## src/rtl/aabb_pkg.sv

```systemverilog
`timescale 1ns / 1ps
// types, codes and span arithmetic for the box collision resolver
// depends on nothing; used by every module of the block
package aabb_pkg;

   localparam int POS_W     = 24;
   localparam int EDGE_W    = 25;
   localparam int DIFF_W    = 26;
   localparam int LEN_W     = 16;
   localparam int VEL_W     = 16;
   localparam int IDX_W     = 4;
   localparam int CONTACT_W = 4;
   localparam int OVL_W     = 16;

   localparam logic signed [POS_W-1:0] POS_MIN = 24'sh800000;
   localparam logic signed [POS_W-1:0] POS_MAX = 24'sh7FFFFF;

   // command codes
   localparam logic CMD_WRITE = 1'b0;
   localparam logic CMD_MOVE  = 1'b1;

   // result kinds
   localparam logic KIND_EVENT = 1'b0;
   localparam logic KIND_FINAL = 1'b1;

   // direction of travel at a hit, also the contact bit index
   localparam logic [1:0] DIR_RIGHT = 2'd0;
   localparam logic [1:0] DIR_LEFT  = 2'd1;
   localparam logic [1:0] DIR_DOWN  = 2'd2;
   localparam logic [1:0] DIR_UP    = 2'd3;

   // contact bit that the falling flag watches
   localparam int CONTACT_TOP = 2;

   // axis select
   localparam logic AXIS_X = 1'b0;
   localparam logic AXIS_Y = 1'b1;

   typedef enum logic [2:0] {
      ST_IDLE,
      ST_X_SETUP,
      ST_X_WALK,
      ST_Y_SETUP,
      ST_Y_WALK,
      ST_FINAL
   } state_type;

   // one axis of a box: low edge and low edge plus length
   typedef struct packed {
      logic signed [POS_W-1:0]  lo;
      logic signed [EDGE_W-1:0] hi;
   } span_type;

   typedef struct packed {
      span_type x;
      span_type y;
   } box_type;

   // obstacle table entry as read out of the memory
   typedef struct packed {
      logic    valid;
      box_type box;
   } entry_type;

   // outcome of testing one obstacle against the body
   typedef struct packed {
      logic             hit;
      logic             emit;
      logic [1:0]       side;
      logic [OVL_W-1:0] ovl_x;
      logic [OVL_W-1:0] ovl_y;
      span_type         x;
      span_type         y;
   } hit_type;

   // one result item
   typedef struct packed {
      logic                     kind;
      logic [IDX_W-1:0]         other_index;
      logic [OVL_W-1:0]         overlap_x;
      logic [OVL_W-1:0]         overlap_y;
      logic [1:0]               direction;
      logic signed [POS_W-1:0]  new_pos_x;
      logic signed [POS_W-1:0]  new_pos_y;
      logic signed [VEL_W-1:0]  new_vel_x;
      logic signed [VEL_W-1:0]  new_vel_y;
      logic [CONTACT_W-1:0]     contacts;
      logic                     falling;
      logic                     last;
   } rsp_type;

   // move a span by d, saturating the low edge to the position range
   function automatic span_type shift_span(span_type s, logic [LEN_W-1:0] len,
                                           logic signed [DIFF_W-1:0] d);
      logic signed [DIFF_W-1:0] sum_lo;
      logic signed [DIFF_W-1:0] sum_hi;
      logic signed [EDGE_W-1:0] len_e;
      span_type                 r;
      sum_lo = DIFF_W'($signed(s.lo)) + d;
      sum_hi = DIFF_W'($signed(s.hi)) + d;
      len_e  = EDGE_W'($signed({1'b0, len}));
      if (sum_lo < DIFF_W'(POS_MIN)) begin
         r.lo = POS_MIN;
         r.hi = EDGE_W'(POS_MIN) + len_e;
      end else if (sum_lo > DIFF_W'(POS_MAX)) begin
         r.lo = POS_MAX;
         r.hi = EDGE_W'(POS_MAX) + len_e;
      end else begin
         r.lo = sum_lo[POS_W-1:0];
         r.hi = sum_hi[EDGE_W-1:0];
      end
      return r;
   endfunction

endpackage

```

## src/rtl/aabb_obstacle_mem.sv

```systemverilog
`timescale 1ns / 1ps
// obstacle table: box memory with registered read, valid bits in flip-flops
// depends on aabb_pkg
module aabb_obstacle_mem #(
   parameter int MAX_OBSTACLES = 16,
   localparam int IW = $clog2(MAX_OBSTACLES)
) (
   input  logic                clock,
   input  logic                reset,
   input  logic                wr_en,
   input  logic [IW-1:0]       wr_addr,
   input  logic                wr_valid,
   input  aabb_pkg::box_type   wr_box,
   input  logic                rd_en,
   input  logic [IW-1:0]       rd_addr,
   output aabb_pkg::entry_type rd_data
);
   import aabb_pkg::*;

   box_type                  box_mem [MAX_OBSTACLES];
   box_type                  rd_box_ff;
   logic [MAX_OBSTACLES-1:0] valid_ff;
   logic                     rd_valid_ff;

   // box storage, contents undefined until written
   always_ff @(posedge clock) begin
      if (wr_en) begin
         box_mem[wr_addr] <= wr_box;
      end
      if (rd_en) begin
         rd_box_ff <= box_mem[rd_addr];
      end
   end

   // valid bits cleared at reset, read alongside the box
   always_ff @(posedge clock) begin
      if (reset) begin
         valid_ff    <= '0;
         rd_valid_ff <= 1'b0;
      end else begin
         if (wr_en) begin
            valid_ff[wr_addr] <= wr_valid;
         end
         if (rd_en) begin
            rd_valid_ff <= valid_ff[rd_addr];
         end
      end
   end

   assign rd_data = {rd_valid_ff, rd_box_ff};

endmodule

```

## src/rtl/aabb_axis_unit.sv

```systemverilog
`timescale 1ns / 1ps
// overlap test and push-out of the body against one obstacle on one axis
// depends on aabb_pkg
module aabb_axis_unit (
   input  logic                                    axis_sel,
   input  aabb_pkg::span_type                      body_x,
   input  aabb_pkg::span_type                      body_y,
   input  logic [aabb_pkg::LEN_W-1:0]              box_w,
   input  logic [aabb_pkg::LEN_W-1:0]              box_h,
   input  logic signed [aabb_pkg::VEL_W-1:0]       vel,
   input  aabb_pkg::entry_type                     ent,
   input  logic                                    ent_live,
   input  logic [aabb_pkg::CONTACT_W-1:0]          prior,
   output aabb_pkg::hit_type                       result
);
   import aabb_pkg::*;

   logic signed [DIFF_W-1:0] d_x1;
   logic signed [DIFF_W-1:0] d_x2;
   logic signed [DIFF_W-1:0] d_y1;
   logic signed [DIFF_W-1:0] d_y2;
   logic signed [DIFF_W-1:0] ov_x;
   logic signed [DIFF_W-1:0] ov_y;
   logic signed [DIFF_W-1:0] ov;
   logic signed [DIFF_W-1:0] push;
   logic                     overlap;
   logic                     vel_nz;
   logic                     vel_pos;

   // edge distances; all positive means strict overlap
   assign d_x1 = DIFF_W'($signed(body_x.hi)) - DIFF_W'($signed(ent.box.x.lo));
   assign d_x2 = DIFF_W'($signed(ent.box.x.hi)) - DIFF_W'($signed(body_x.lo));
   assign d_y1 = DIFF_W'($signed(body_y.hi)) - DIFF_W'($signed(ent.box.y.lo));
   assign d_y2 = DIFF_W'($signed(ent.box.y.hi)) - DIFF_W'($signed(body_y.lo));

   assign overlap = (d_x1 > 0) && (d_x2 > 0) && (d_y1 > 0) && (d_y2 > 0);

   // minimum penetration per axis
   assign ov_x = (d_x1 < d_x2) ? d_x1 : d_x2;
   assign ov_y = (d_y1 < d_y2) ? d_y1 : d_y2;
   assign ov   = (axis_sel == AXIS_Y) ? ov_y : ov_x;

   assign vel_nz  = (vel != '0);
   assign vel_pos = vel_nz && !vel[VEL_W-1];
   assign push    = vel_pos ? -ov : ov;

   // push out against the direction of travel
   always_comb begin
      result.hit   = ent_live && ent.valid && overlap && vel_nz;
      result.side  = {axis_sel, !vel_pos};
      result.emit  = result.hit && !prior[result.side];
      result.ovl_x = ov_x[OVL_W-1:0];
      result.ovl_y = ov_y[OVL_W-1:0];
      result.x     = body_x;
      result.y     = body_y;
      if (result.hit) begin
         if (axis_sel == AXIS_Y) begin
            result.y = shift_span(body_y, box_h, push);
         end else begin
            result.x = shift_span(body_x, box_w, push);
         end
      end
   end

endmodule

```

## src/rtl/aabb_axis_collision_resolver.sv

```systemverilog
`timescale 1ns / 1ps
// a write item gives no result; a move item gives its collision events first and then
// its final result; no new request is taken until the final result has been loaded
// each move makes two walks, x then y, of the obstacle
// memory at one entry per cycle through its single read port; output stalls pause the walk
// reset clears the valid bits and contact history at once, no clearing pass; the box
// memory itself is not cleared, and its contents are only used behind a set valid bit
module aabb_axis_collision_resolver #(
   parameter int MAX_OBSTACLES = 16
) (
   input  logic               clock,
   input  logic               reset,
   input  logic               req_valid,
   output logic               req_stall,
   input  logic               req_command,
   input  logic [3:0]         req_entry_index,
   input  logic signed [23:0] req_pos_x,
   input  logic signed [23:0] req_pos_y,
   input  logic [15:0]        req_box_w,
   input  logic [15:0]        req_box_h,
   input  logic signed [15:0] req_delta_x,
   input  logic signed [15:0] req_delta_y,
   input  logic signed [15:0] req_vel_x,
   input  logic signed [15:0] req_vel_y,
   input  logic               req_entry_valid,
   output logic               rsp_valid,
   input  logic               rsp_stall,
   output logic               rsp_kind,
   output logic [3:0]         rsp_other_index,
   output logic [15:0]        rsp_overlap_x,
   output logic [15:0]        rsp_overlap_y,
   output logic [1:0]         rsp_direction,
   output logic signed [23:0] rsp_new_pos_x,
   output logic signed [23:0] rsp_new_pos_y,
   output logic signed [15:0] rsp_new_vel_x,
   output logic signed [15:0] rsp_new_vel_y,
   output logic [3:0]         rsp_contacts,
   output logic               rsp_falling,
   output logic               rsp_last
);
   import aabb_pkg::*;

   localparam int IW = $clog2(MAX_OBSTACLES);
   localparam int CW = $clog2(MAX_OBSTACLES + 1);
   localparam logic [CW-1:0] MAX_CNT = CW'(MAX_OBSTACLES);
   localparam logic [4:0]    MAX5    = 5'(MAX_OBSTACLES);

   state_type state_ff, state_in;

   // handshake and control
   logic req_acc, acc_write, acc_move, req_in_table;
   logic out_free, walk, step, issue, pass_done, x_setup, y_setup, load_fin, load_evt;
   logic axis_sel;
   logic [4:0]    req_idx5;
   logic [IW-1:0] req_addr;

   // walk counters
   logic [CW-1:0] cnt_ff, cnt_in;
   logic          proc_vld_ff, proc_vld_in;
   logic [IW-1:0] proc_idx_ff, proc_idx_in;
   logic [4:0]    proc_idx5;
   logic          skip;

   // body of the move in progress
   span_type                bx_ff, bx_in, by_ff, by_in;
   logic [LEN_W-1:0]        bw_ff, bw_in, bh_ff, bh_in;
   logic signed [VEL_W-1:0] dx_ff, dx_in, dy_ff, dy_in;
   logic signed [VEL_W-1:0] vx_ff, vx_in, vy_ff, vy_in;
   logic [IDX_W-1:0]        own_ff, own_in;
   logic                    own_tab_ff, own_tab_in;
   logic [CONTACT_W-1:0]    pri_ff, pri_in;
   logic [CONTACT_W-1:0]    contacts_ff, contacts_in;
   logic [4:0]              own5;

   // contact history per entry
   logic [CONTACT_W-1:0] prior_ff [MAX_OBSTACLES];
   logic [CONTACT_W-1:0] prior_rd;

   // memory and axis unit
   box_type   wr_box;
   entry_type rd_data;
   hit_type   hit;

   // result register
   logic    rsp_valid_ff, rsp_valid_in;
   rsp_type rsp_ff, rsp_in;

   assign req_acc      = req_valid && !req_stall;
   assign acc_write    = req_acc && (req_command == CMD_WRITE);
   assign acc_move     = req_acc && (req_command == CMD_MOVE);
   assign req_idx5     = {1'b0, req_entry_index};
   assign req_addr     = req_idx5[IW-1:0];
   assign req_in_table = (req_idx5 < MAX5);
   assign out_free     = !rsp_valid_ff || !rsp_stall;

   // next state
   always_comb begin
      state_in = state_ff;
      unique case (state_ff)
         ST_IDLE: begin
            if (acc_move) state_in = ST_X_SETUP;
         end
         ST_X_SETUP: begin
            state_in = ST_X_WALK;
         end
         ST_X_WALK: begin
            if (pass_done) state_in = ST_Y_SETUP;
         end
         ST_Y_SETUP: begin
            state_in = ST_Y_WALK;
         end
         ST_Y_WALK: begin
            if (pass_done) state_in = ST_FINAL;
         end
         ST_FINAL: begin
            if (out_free) state_in = ST_IDLE;
         end
         default: begin
            state_in = ST_IDLE;
         end
      endcase
   end

   // state decoded controls
   always_comb begin
      req_stall = 1'b1;
      walk      = 1'b0;
      x_setup   = 1'b0;
      y_setup   = 1'b0;
      load_fin  = 1'b0;
      axis_sel  = AXIS_X;
      unique case (state_ff)
         ST_IDLE:    req_stall = 1'b0;
         ST_X_SETUP: x_setup   = 1'b1;
         ST_X_WALK:  walk      = 1'b1;
         ST_Y_SETUP: y_setup   = 1'b1;
         ST_Y_WALK: begin
            walk     = 1'b1;
            axis_sel = AXIS_Y;
         end
         ST_FINAL:   load_fin  = out_free;
         default:    req_stall = 1'b1;
      endcase
   end

   // walk steps only while the result register can take an item
   assign step      = walk && out_free;
   assign issue     = step && (cnt_ff != MAX_CNT);
   assign pass_done = step && (cnt_ff == MAX_CNT);
   assign load_evt  = step && hit.emit;

   always_ff @(posedge clock) begin
      if (reset) begin
         state_ff <= ST_IDLE;
      end else begin
         state_ff <= state_in;
      end
   end

   // obstacle write data: both edges stored per axis
   always_comb begin
      wr_box.x.lo = req_pos_x;
      wr_box.x.hi = EDGE_W'(req_pos_x) + EDGE_W'({1'b0, req_box_w});
      wr_box.y.lo = req_pos_y;
      wr_box.y.hi = EDGE_W'(req_pos_y) + EDGE_W'({1'b0, req_box_h});
   end

   aabb_obstacle_mem #(
      .MAX_OBSTACLES(MAX_OBSTACLES)
   ) u_mem (
      .clock    (clock),
      .reset    (reset),
      .wr_en    (acc_write && req_in_table),
      .wr_addr  (req_addr),
      .wr_valid (req_entry_valid),
      .wr_box   (wr_box),
      .rd_en    (issue),
      .rd_addr  (cnt_ff[IW-1:0]),
      .rd_data  (rd_data)
   );

   // own entry is skipped when it lies in the table
   assign proc_idx5 = 5'(proc_idx_ff);
   assign own5      = {1'b0, own_ff};
   assign skip      = own_tab_ff && (proc_idx5 == own5);

   aabb_axis_unit u_axis (
      .axis_sel (axis_sel),
      .body_x   (bx_ff),
      .body_y   (by_ff),
      .box_w    (bw_ff),
      .box_h    (bh_ff),
      .vel      ((axis_sel == AXIS_Y) ? vy_ff : vx_ff),
      .ent      (rd_data),
      .ent_live (proc_vld_ff && !skip),
      .prior    (pri_ff),
      .result   (hit)
   );

   // walk counter and read pipeline tag
   always_comb begin
      cnt_in      = cnt_ff;
      proc_vld_in = proc_vld_ff;
      proc_idx_in = proc_idx_ff;
      if (acc_move || y_setup) begin
         cnt_in = '0;
      end else if (issue) begin
         cnt_in = cnt_ff + CW'(1);
      end
      if (!walk) begin
         proc_vld_in = 1'b0;
      end else if (step) begin
         proc_vld_in = issue;
      end
      if (issue) begin
         proc_idx_in = cnt_ff[IW-1:0];
      end
   end

   always_ff @(posedge clock) begin
      if (reset) begin
         cnt_ff      <= '0;
         proc_vld_ff <= 1'b0;
      end else begin
         cnt_ff      <= cnt_in;
         proc_vld_ff <= proc_vld_in;
      end
   end

   always_ff @(posedge clock) begin
      proc_idx_ff <= proc_idx_in;
   end

   // contact history read at acceptance
   assign prior_rd = req_in_table ? prior_ff[req_addr] : '0;

   // body state: load, apply deltas, then pushes from the walk
   always_comb begin
      bx_in       = bx_ff;
      by_in       = by_ff;
      bw_in       = bw_ff;
      bh_in       = bh_ff;
      dx_in       = dx_ff;
      dy_in       = dy_ff;
      vx_in       = vx_ff;
      vy_in       = vy_ff;
      own_in      = own_ff;
      own_tab_in  = own_tab_ff;
      pri_in      = pri_ff;
      contacts_in = contacts_ff;
      if (acc_move) begin
         bx_in       = wr_box.x;
         by_in       = wr_box.y;
         bw_in       = req_box_w;
         bh_in       = req_box_h;
         dx_in       = req_delta_x;
         dy_in       = req_delta_y;
         vx_in       = req_vel_x;
         vy_in       = req_vel_y;
         own_in      = req_entry_index;
         own_tab_in  = req_in_table;
         pri_in      = prior_rd;
         contacts_in = '0;
      end else if (x_setup) begin
         bx_in = shift_span(bx_ff, bw_ff, DIFF_W'(dx_ff));
      end else if (y_setup) begin
         by_in = shift_span(by_ff, bh_ff, DIFF_W'(dy_ff));
      end else if (step && hit.hit) begin
         bx_in = hit.x;
         by_in = hit.y;
         if (axis_sel == AXIS_Y) begin
            vy_in = '0;
         end else begin
            vx_in = '0;
         end
         contacts_in[hit.side] = 1'b1;
      end
   end

   always_ff @(posedge clock) begin
      bx_ff       <= bx_in;
      by_ff       <= by_in;
      bw_ff       <= bw_in;
      bh_ff       <= bh_in;
      dx_ff       <= dx_in;
      dy_ff       <= dy_in;
      vx_ff       <= vx_in;
      vy_ff       <= vy_in;
      own_ff      <= own_in;
      own_tab_ff  <= own_tab_in;
      pri_ff      <= pri_in;
      contacts_ff <= contacts_in;
   end

   // contact history written back when the final item is loaded
   always_ff @(posedge clock) begin
      if (reset) begin
         for (int i = 0; i < MAX_OBSTACLES; i++) begin
            prior_ff[i] <= '0;
         end
      end else if (load_fin && own_tab_ff) begin
         prior_ff[own5[IW-1:0]] <= contacts_ff;
      end
   end

   // result item: collision event or final move result
   always_comb begin
      rsp_in = rsp_ff;
      if (load_evt) begin
         rsp_in             = '0;
         rsp_in.kind        = KIND_EVENT;
         rsp_in.other_index = proc_idx5[IDX_W-1:0];
         rsp_in.overlap_x   = hit.ovl_x;
         rsp_in.overlap_y   = hit.ovl_y;
         rsp_in.direction   = hit.side;
         rsp_in.last        = 1'b0;
      end else if (load_fin) begin
         rsp_in           = '0;
         rsp_in.kind      = KIND_FINAL;
         rsp_in.new_pos_x = bx_ff.lo;
         rsp_in.new_pos_y = by_ff.lo;
         rsp_in.new_vel_x = vx_ff;
         rsp_in.new_vel_y = vy_ff;
         rsp_in.contacts  = contacts_ff;
         rsp_in.falling   = pri_ff[CONTACT_TOP] && !contacts_ff[CONTACT_TOP];
         rsp_in.last      = 1'b1;
      end
      rsp_valid_in = (load_evt || load_fin) ? 1'b1 : (rsp_valid_ff && rsp_stall);
   end

   always_ff @(posedge clock) begin
      if (reset) begin
         rsp_valid_ff <= 1'b0;
      end else begin
         rsp_valid_ff <= rsp_valid_in;
      end
   end

   always_ff @(posedge clock) begin
      rsp_ff <= rsp_in;
   end

   assign rsp_valid       = rsp_valid_ff;
   assign rsp_kind        = rsp_ff.kind;
   assign rsp_other_index = rsp_ff.other_index;
   assign rsp_overlap_x   = rsp_ff.overlap_x;
   assign rsp_overlap_y   = rsp_ff.overlap_y;
   assign rsp_direction   = rsp_ff.direction;
   assign rsp_new_pos_x   = rsp_ff.new_pos_x;
   assign rsp_new_pos_y   = rsp_ff.new_pos_y;
   assign rsp_new_vel_x   = rsp_ff.new_vel_x;
   assign rsp_new_vel_y   = rsp_ff.new_vel_y;
   assign rsp_contacts    = rsp_ff.contacts;
   assign rsp_falling     = rsp_ff.falling;
   assign rsp_last        = rsp_ff.last;

`ifndef SYNTHESIS
   // a strict overlap always has depth on both axes
   a_event_depth: assert property (@(posedge clock) disable iff (reset)
      (rsp_valid && (rsp_kind == KIND_EVENT)) |->
         ((rsp_overlap_x != '0) && (rsp_overlap_y != '0)))
      else $error("collision event with zero overlap depth");

   // events raised on the x walk report a horizontal direction
   a_x_direction: assert property (@(posedge clock) disable iff (reset)
      ((state_ff == ST_X_WALK) && load_evt) |=>
         ((rsp_direction == DIR_RIGHT) || (rsp_direction == DIR_LEFT)))
      else $error("x walk event with vertical direction");

   // only the final item of a move carries the last mark
   a_kind_last: assert property (@(posedge clock) disable iff (reset)
      rsp_valid |-> ((rsp_kind == KIND_FINAL) == rsp_last))
      else $error("result kind and last mark disagree");

   // the walk finishes before the final item is loaded
   a_walk_done: assert property (@(posedge clock) disable iff (reset)
      load_fin |-> (!proc_vld_ff && (cnt_ff == MAX_CNT)))
      else $error("final item loaded with the walk still running");
`endif

endmodule
```

## config.mk

```make
export PLATFORM = sky130hd
export DESIGN_NAME = aabb_axis_collision_resolver
export DESIGN_NICKNAME = d
export VERILOG_FILES = /design/src/rtl/aabb_pkg.sv /design/src/rtl/aabb_obstacle_mem.sv /design/src/rtl/aabb_axis_unit.sv /design/src/rtl/aabb_axis_collision_resolver.sv
export SDC_FILE = /design/constraint.sdc
export NUM_CORES = 2
export LEC_CHECK = 0
export BUFFER_PORTS_ARGS = -buffer_cell sky130_fd_sc_hd__buf_2
export CORE_MARGIN = 3
export CORE_UTILIZATION = 35
export CTS_CLUSTER_DIAMETER = 30
export CTS_CLUSTER_SIZE = 25
export DETAILED_ROUTE_END_ITERATION = 6
export GPL_TIMING_DRIVEN = 0
export MAX_ROUTING_LAYER = met4
export PLACE_DENSITY = 0.51
export SETUP_SLACK_MARGIN = 0.02
export SYNTH_ARGS = -nofsm -noshare
export SYNTH_HDL_FRONTEND = slang
export SYNTH_HIERARCHICAL = 1
export SYNTH_SLANG_ARGS = --single-unit
```

## constraint.sdc

```tcl
create_clock -name clock -period 11.8 [get_ports clock]
set_clock_uncertainty 0.15 [all_clocks]
set_input_delay 2.95 -clock clock [delete_from_list [all_inputs] [get_ports clock]]
set_output_delay 2.95 -clock clock [all_outputs]
set_load 0.05 [all_outputs]
```

Yosys cells after proc, flatten, opt, wreduce, memory -nomap -nowiden
Memory sizes are Yosys's and may differ from the RTL's. A register that Yosys moved wholly into a read port is not among the register bits.
Index checks and enable logic that the tools add are counted.
Word-level totals
  register bits: 358
  bits in writable memories: 1632
  input bits: 154
  output and inout bits: 127
  logic and storage cells: 217
  memories: 2
Memory list
  u_mem.box_mem: words 16, width 98, read ports 1, clocked after memory_dff 1, wr ports 1, RTL line aabb_obstacle_mem.sv:20  | box_type box_mem [MAX_OBSTACLES];
  prior_ff: words 16, width 4, read ports 1, clocked after memory_dff 1, wr ports 16, RTL line aabb_axis_collision_resolver.sv:76  | logic [CONTACT_W-1:0] prior_ff [MAX_OBSTACLES];
Cells by class
  add/sub/neg operators: 20
  $lt $le $gt $ge: 20
  eq/ne operators: 17
  muxes and demuxes: 67
  bitwise gates (word level): 5
  reduce and logical (&&, ||, !) cells: 55
Operators with widths (number)
  $mux 49: 18
  $mux 124: 2
  $mux 16: 11
  $gt 26x1->1 const B: 4
  $mux 26: 4
  $sub 25x24->26: 4
  $mux 98: 1
  $add 24x26->26: 2
  $gt 26x24->1 const B: 2
  $lt 26x24->1 const B: 2
  $lt 26x26->1: 2
  $add 24x16->25: 2
  $add 24x17->25: 2
  $add 24x17->25 const A: 2
  $add 25x16->25: 2
  $add 25x25->25: 2
  $gt 25x24->1 const B: 2
  $lt 25x24->1 const B: 2
  $add 23x16->24 const A: 2
  $neg 26->26: 1
  $logic_and 1x1->1: 24
  $reduce_and 4->1: 5
  $mux 1: 19
  $pmux 3 s6: 1
  other kinds (31): 66

Logic depth before layout (Yosys ltp)
  depth after elaboration: 16
  depth in mapped cells: 56
  gate-level depth less buffers: 50

Modules after synthesis
The synthesis kept the hierarchy.
Modules (own cells, without submodules)
  aabb_obstacle_mem: times used 1, cells an instance 2373, area each 62550.0 um^2, sequential area each 50368.3 um^2
  aabb_axis_collision_resolver: times used 1, cells an instance 2507, area each 24549.8 um^2, sequential area each 11250.8 um^2
  aabb_axis_unit: times used 1, cells an instance 2321, area each 15613.7 um^2, sequential area each 0.0 um^2

Least setup slack after synthesis
No wires, ideal clock.
  kind: input to register
  from: in req_valid
  to: reg u_mem.valid_ff[1]
  library setup time: 0.128 ns
  data arrival time: 11.605 ns
  data required time: 11.522 ns
  path slack: -0.082 ns
  cell stages on the path: 6
  path buffers: 0
  cell sequence: nand2_1 > nor2_1 > or3b_2 > nor3b_1 > mux2i_1 > nor2_1
Between the ends
  cells in the longest elaborated chain, start to end: 3
Ends and longest elaborated chain
  from (decl): RTL line aabb_axis_collision_resolver.sv:13  | input logic req_valid,
  $logic_and 1x1->1: RTL line aabb_axis_collision_resolver.sv:88  | assign req_acc = req_valid && !req_stall;
  $logic_and 1x1->1: RTL line aabb_axis_collision_resolver.sv:89  | assign acc_write = req_acc && (req_command == CMD_WRITE);
  via acc_write: RTL line aabb_axis_collision_resolver.sv:51  | logic req_acc, acc_write, acc_move, req_in_table;
  $logic_and 1x1->1: RTL line aabb_axis_collision_resolver.sv:173  | .wr_en (acc_write && req_in_table),
  to (signal, indexed assignment): RTL line aabb_obstacle_mem.sv:42  | valid_ff[wr_addr] <= wr_valid;
  to (decl): RTL line aabb_obstacle_mem.sv:22  | logic [MAX_OBSTACLES-1:0] valid_ff;
The timed path passes the listed nets, and every way through them passes these cells.
A chain may end at the register's enable or synchronous reset.

==> impl_metrics.ini <==
[run_status]
status = finished with violations
violations = design-rule violations

[drt]
via_per_inst = 5.75
wl_per_cell_um = 31.6
routed_wl_um = 391000
vias = 71200
drc = 2
ant_nets = 0
first_pass_iters = 7
drt-initial-drc-count = 8250

[sta]
hold_viol_final = 0
slew_headroom_pct = 4.15
final-setup-viol-count = 0
tightest_slew_ns = 1.44
clock.fmax_ghz = 0.0862
setup_tns_ns = 0
slew_violations = 0
fin_crit_sh_pct = 98.3
post-route-min-period_ns = 11.60
whs_ns = 0.301

[logic_synthesis]
avgSynthCellArea_um2 = 14.3
synth_area_um2 = 103000
synth_nets = 7752
async_flop_share_pct = 0
ys_ff_latch = 2091
ys.flop_type = edfxtp_1
synth_edf_count = 1974
synth_warnings = 6
synth_cell_types = 125
synth_cells = 7201
ys_seq_area_share_pct = 60.0

[cells_and_area]
area_growth_pct = 24.0
mostFrequentLayoutCells = 1,974 x edfxtp_1, 526 x nand2_1, 513 x mux4_2, 450 x a21oi_1, 402 x clkbuf_16
fin_util_pct = 43.7
layout_commonest_cell = edfxtp_1
final_layout_size_suffix_gt1_share_pct = 24.8
fin_nets = 8661
seqCellArea_um2 = 61600
stdcell_count = 12400
num-fill-cells = 26200
final_area_um2 = 127000
multi_input_area_um2 = 39900

[setup_path]
reg2reg_to = by_ff[8]$_DFFE_PP_
r2r-start = bx_ff[28]$_DFFE_PP_
crit_path_end_kind = register
crit_fanout = 13
ff2ff_setup_slack_ns = 0.20
r2r_cells = 50
slowest_stage = edfxtp_1
crit_path_max_incr_delay_ns = 0.55
path_class = reg -> reg
arrival_ns = 12.03
required_ns = 12.23
startpoint_type = register

[power]
peakVddDrop_uv = 182
power_leakage_nw = 44.8
p_per_area_nw_per_um2 = 217

[global_route]
grt_antenna_before_repair = 57
track_usage_pct = 26.1
grt.overflow.total = 0
first_global_vias = 69300
grt_pass1_wl_um = 540000
grt_max_degree = 35

[place]
gp_congestion = 0.972
io_buffers = 280
place_area_um2 = 112000
hpwl_um = 289000
dp.cells = 11500

[hold_path]
min_path_type = reg -> reg
hp-start = rsp_new_pos_x[4]$_SDFFE_PP0P_
hold_end = rsp_new_pos_x[4]$_SDFFE_PP0P_
hold_path_depth = 2

[floorplan]
fp.dieW_um = 548
core-area_um2 = 292000
initial_core_util_pct = 35.2
num_rows = 198
ios = 281
dieArea_um2 = 300000
fp.dieH_um = 548

[clock_tree]
cts_tree = yes
clockBufferDepth = 4
htreeDepth = 5
cts_buffers = 399
cts_sinks = 2091
insertion_delay_ns = 0.89
cts-root-buf = clkbuf_16
hold_buffers = 0
path_clk_slew_ns = 0.05

[run]
drv_cap = 0
## power by group
part	switching [mW]	leakage [nW]	internal, mW
Clock	3.90	6.54	7.48
Combinational	4.90	19.3	2.82
Sequential	0.163	19.0	8.38
## metrics by stage
step / setup slack [ns] / total power [mW]
global route: -0.0649 / 28.6
finish: 0.200 / 27.7
floorplan: 0.458 / 12.9
CTS: 0.0676 / 27.3
global placement: -10.69 / 15.3
detailed placement: -3.55 / 15.4
## worst max-delay path: cells and delay by family, from the launching register on
| family | cells | cell delay [ns] |
|---|---|---|
| fa+ha+maj | 4 | 1.27 |
| buf+inv | 7 | 1.12 |
| compound gates | 27 | 5.49 |
| xor+xnor | 3 | 0.76 |
| flops | 1 | 0.55 |
| mux | 3 | 0.74 |
| simple gates | 6 | 1.21 |
## layout make-up
class	count	share of cell area [%]
inverters	259	0.775
diodes	33	0.0648
flip-flops and latches	2091	48.4
clock buffers	454	8.11
well taps	3900	3.83
repair buffers	514	3.81
plain buffers	294	1.19
clock inverters	285	2.52
multi-input cells	4551	31.3
## worst max-delay path by stage
stage	endpoint	start
floorplan	u_mem/valid_ff[0]$_SDFFE_PP0P_	req_valid
global placement	u_mem/valid_ff[0]$_SDFFE_PP0P_	req_valid
detailed placement	by_ff[7]$_DFFE_PP_	by_ff[26]$_DFFE_PP_
CTS	by_ff[7]$_DFFE_PP_	bx_ff[26]$_DFFE_PP_
global route	by_ff[8]$_DFFE_PP_	u_mem/rd_data[52]$_DFFE_PP_
finish	by_ff[8]$_DFFE_PP_	bx_ff[28]$_DFFE_PP_
## routing by layer
| layer | up-vias | global-route usage [%] | wire length, um |
|---|---|---|---|
| met2 | 3341 | 39.9 | 179000 |
| li1 | 30300 | - | - |
| met1 | 36800 | 35.4 | 165000 |
| met3 | 653 | 4.25 | 31100 |
| met4 | 0 | 9.41 | 15600 |
| met5 | - | - | 0 |
## flip-flops by register name, summed over array words and instances (netlist names), 24 cells and up
signal	cells
u_mem/rd_data	98
by_ff	49
bx_ff	49
rsp_new_pos_y	24
rsp_new_pos_x	24
prior_ff	64
u_mem/box_mem	1568
## repair_timing
item / 4_1_cts / 5_1_grt
pin swaps: 30 / 30
buffers inserted: 52 / 37
gates resized for setup: 117 / 65
endpoints found under the setup margin: 98 / 96
## cells in the mapped netlist, types with 32 or more instances
cell type	count	share of area [%]
a211oi_1	40	0.29
a21o_1	125	0.91
a21oi_1	467	2.3
a31oi_1	52	0.32
and2_1	155	0.94
and3_1	56	0.34
buf_2	42	0.20
buf_4	38	0.28
clkbuf_1	182	0.67
dfxtp_1	117	2.3
edfxtp_1	1974	58
ha_1	383	4.7
inv_1	256	0.94
mux2i_1	56	0.55
mux4_2	513	11
nand2_1	531	1.9
nand2b_1	54	0.33
nand3_1	130	0.63
nor2_1	352	1.3
nor2b_1	48	0.29
nor3_1	116	0.57
nor4_1	36	0.22
o211ai_1	68	0.50
o21a_1	72	0.53
o21ai_0	320	1.6
o21ai_1	49	0.24
o21bai_1	41	0.30
o22ai_1	32	0.19
or2_2	32	0.19
or3_1	43	0.26
xnor2_1	205	1.7
xor2_1	111	0.95
## cell families (layout without fill, tap and decap cells)
family	Yosys count	after routing	share of synthesized area [%]
AO/OA/AOI/OAI	1565	1565	9.87
XOR/XNOR	321	321	2.80
adder cells (fa/ha/maj)	398	398	4.95
buffers and inverters	559	1806	2.34
flip-flops	2091	2091	60.0
multiplexers	600	600	12.1
other	0	33	0
AND/OR/NAND/NOR	1667	1667	7.90
Note: power is estimated with default switching activity, not from simulation.
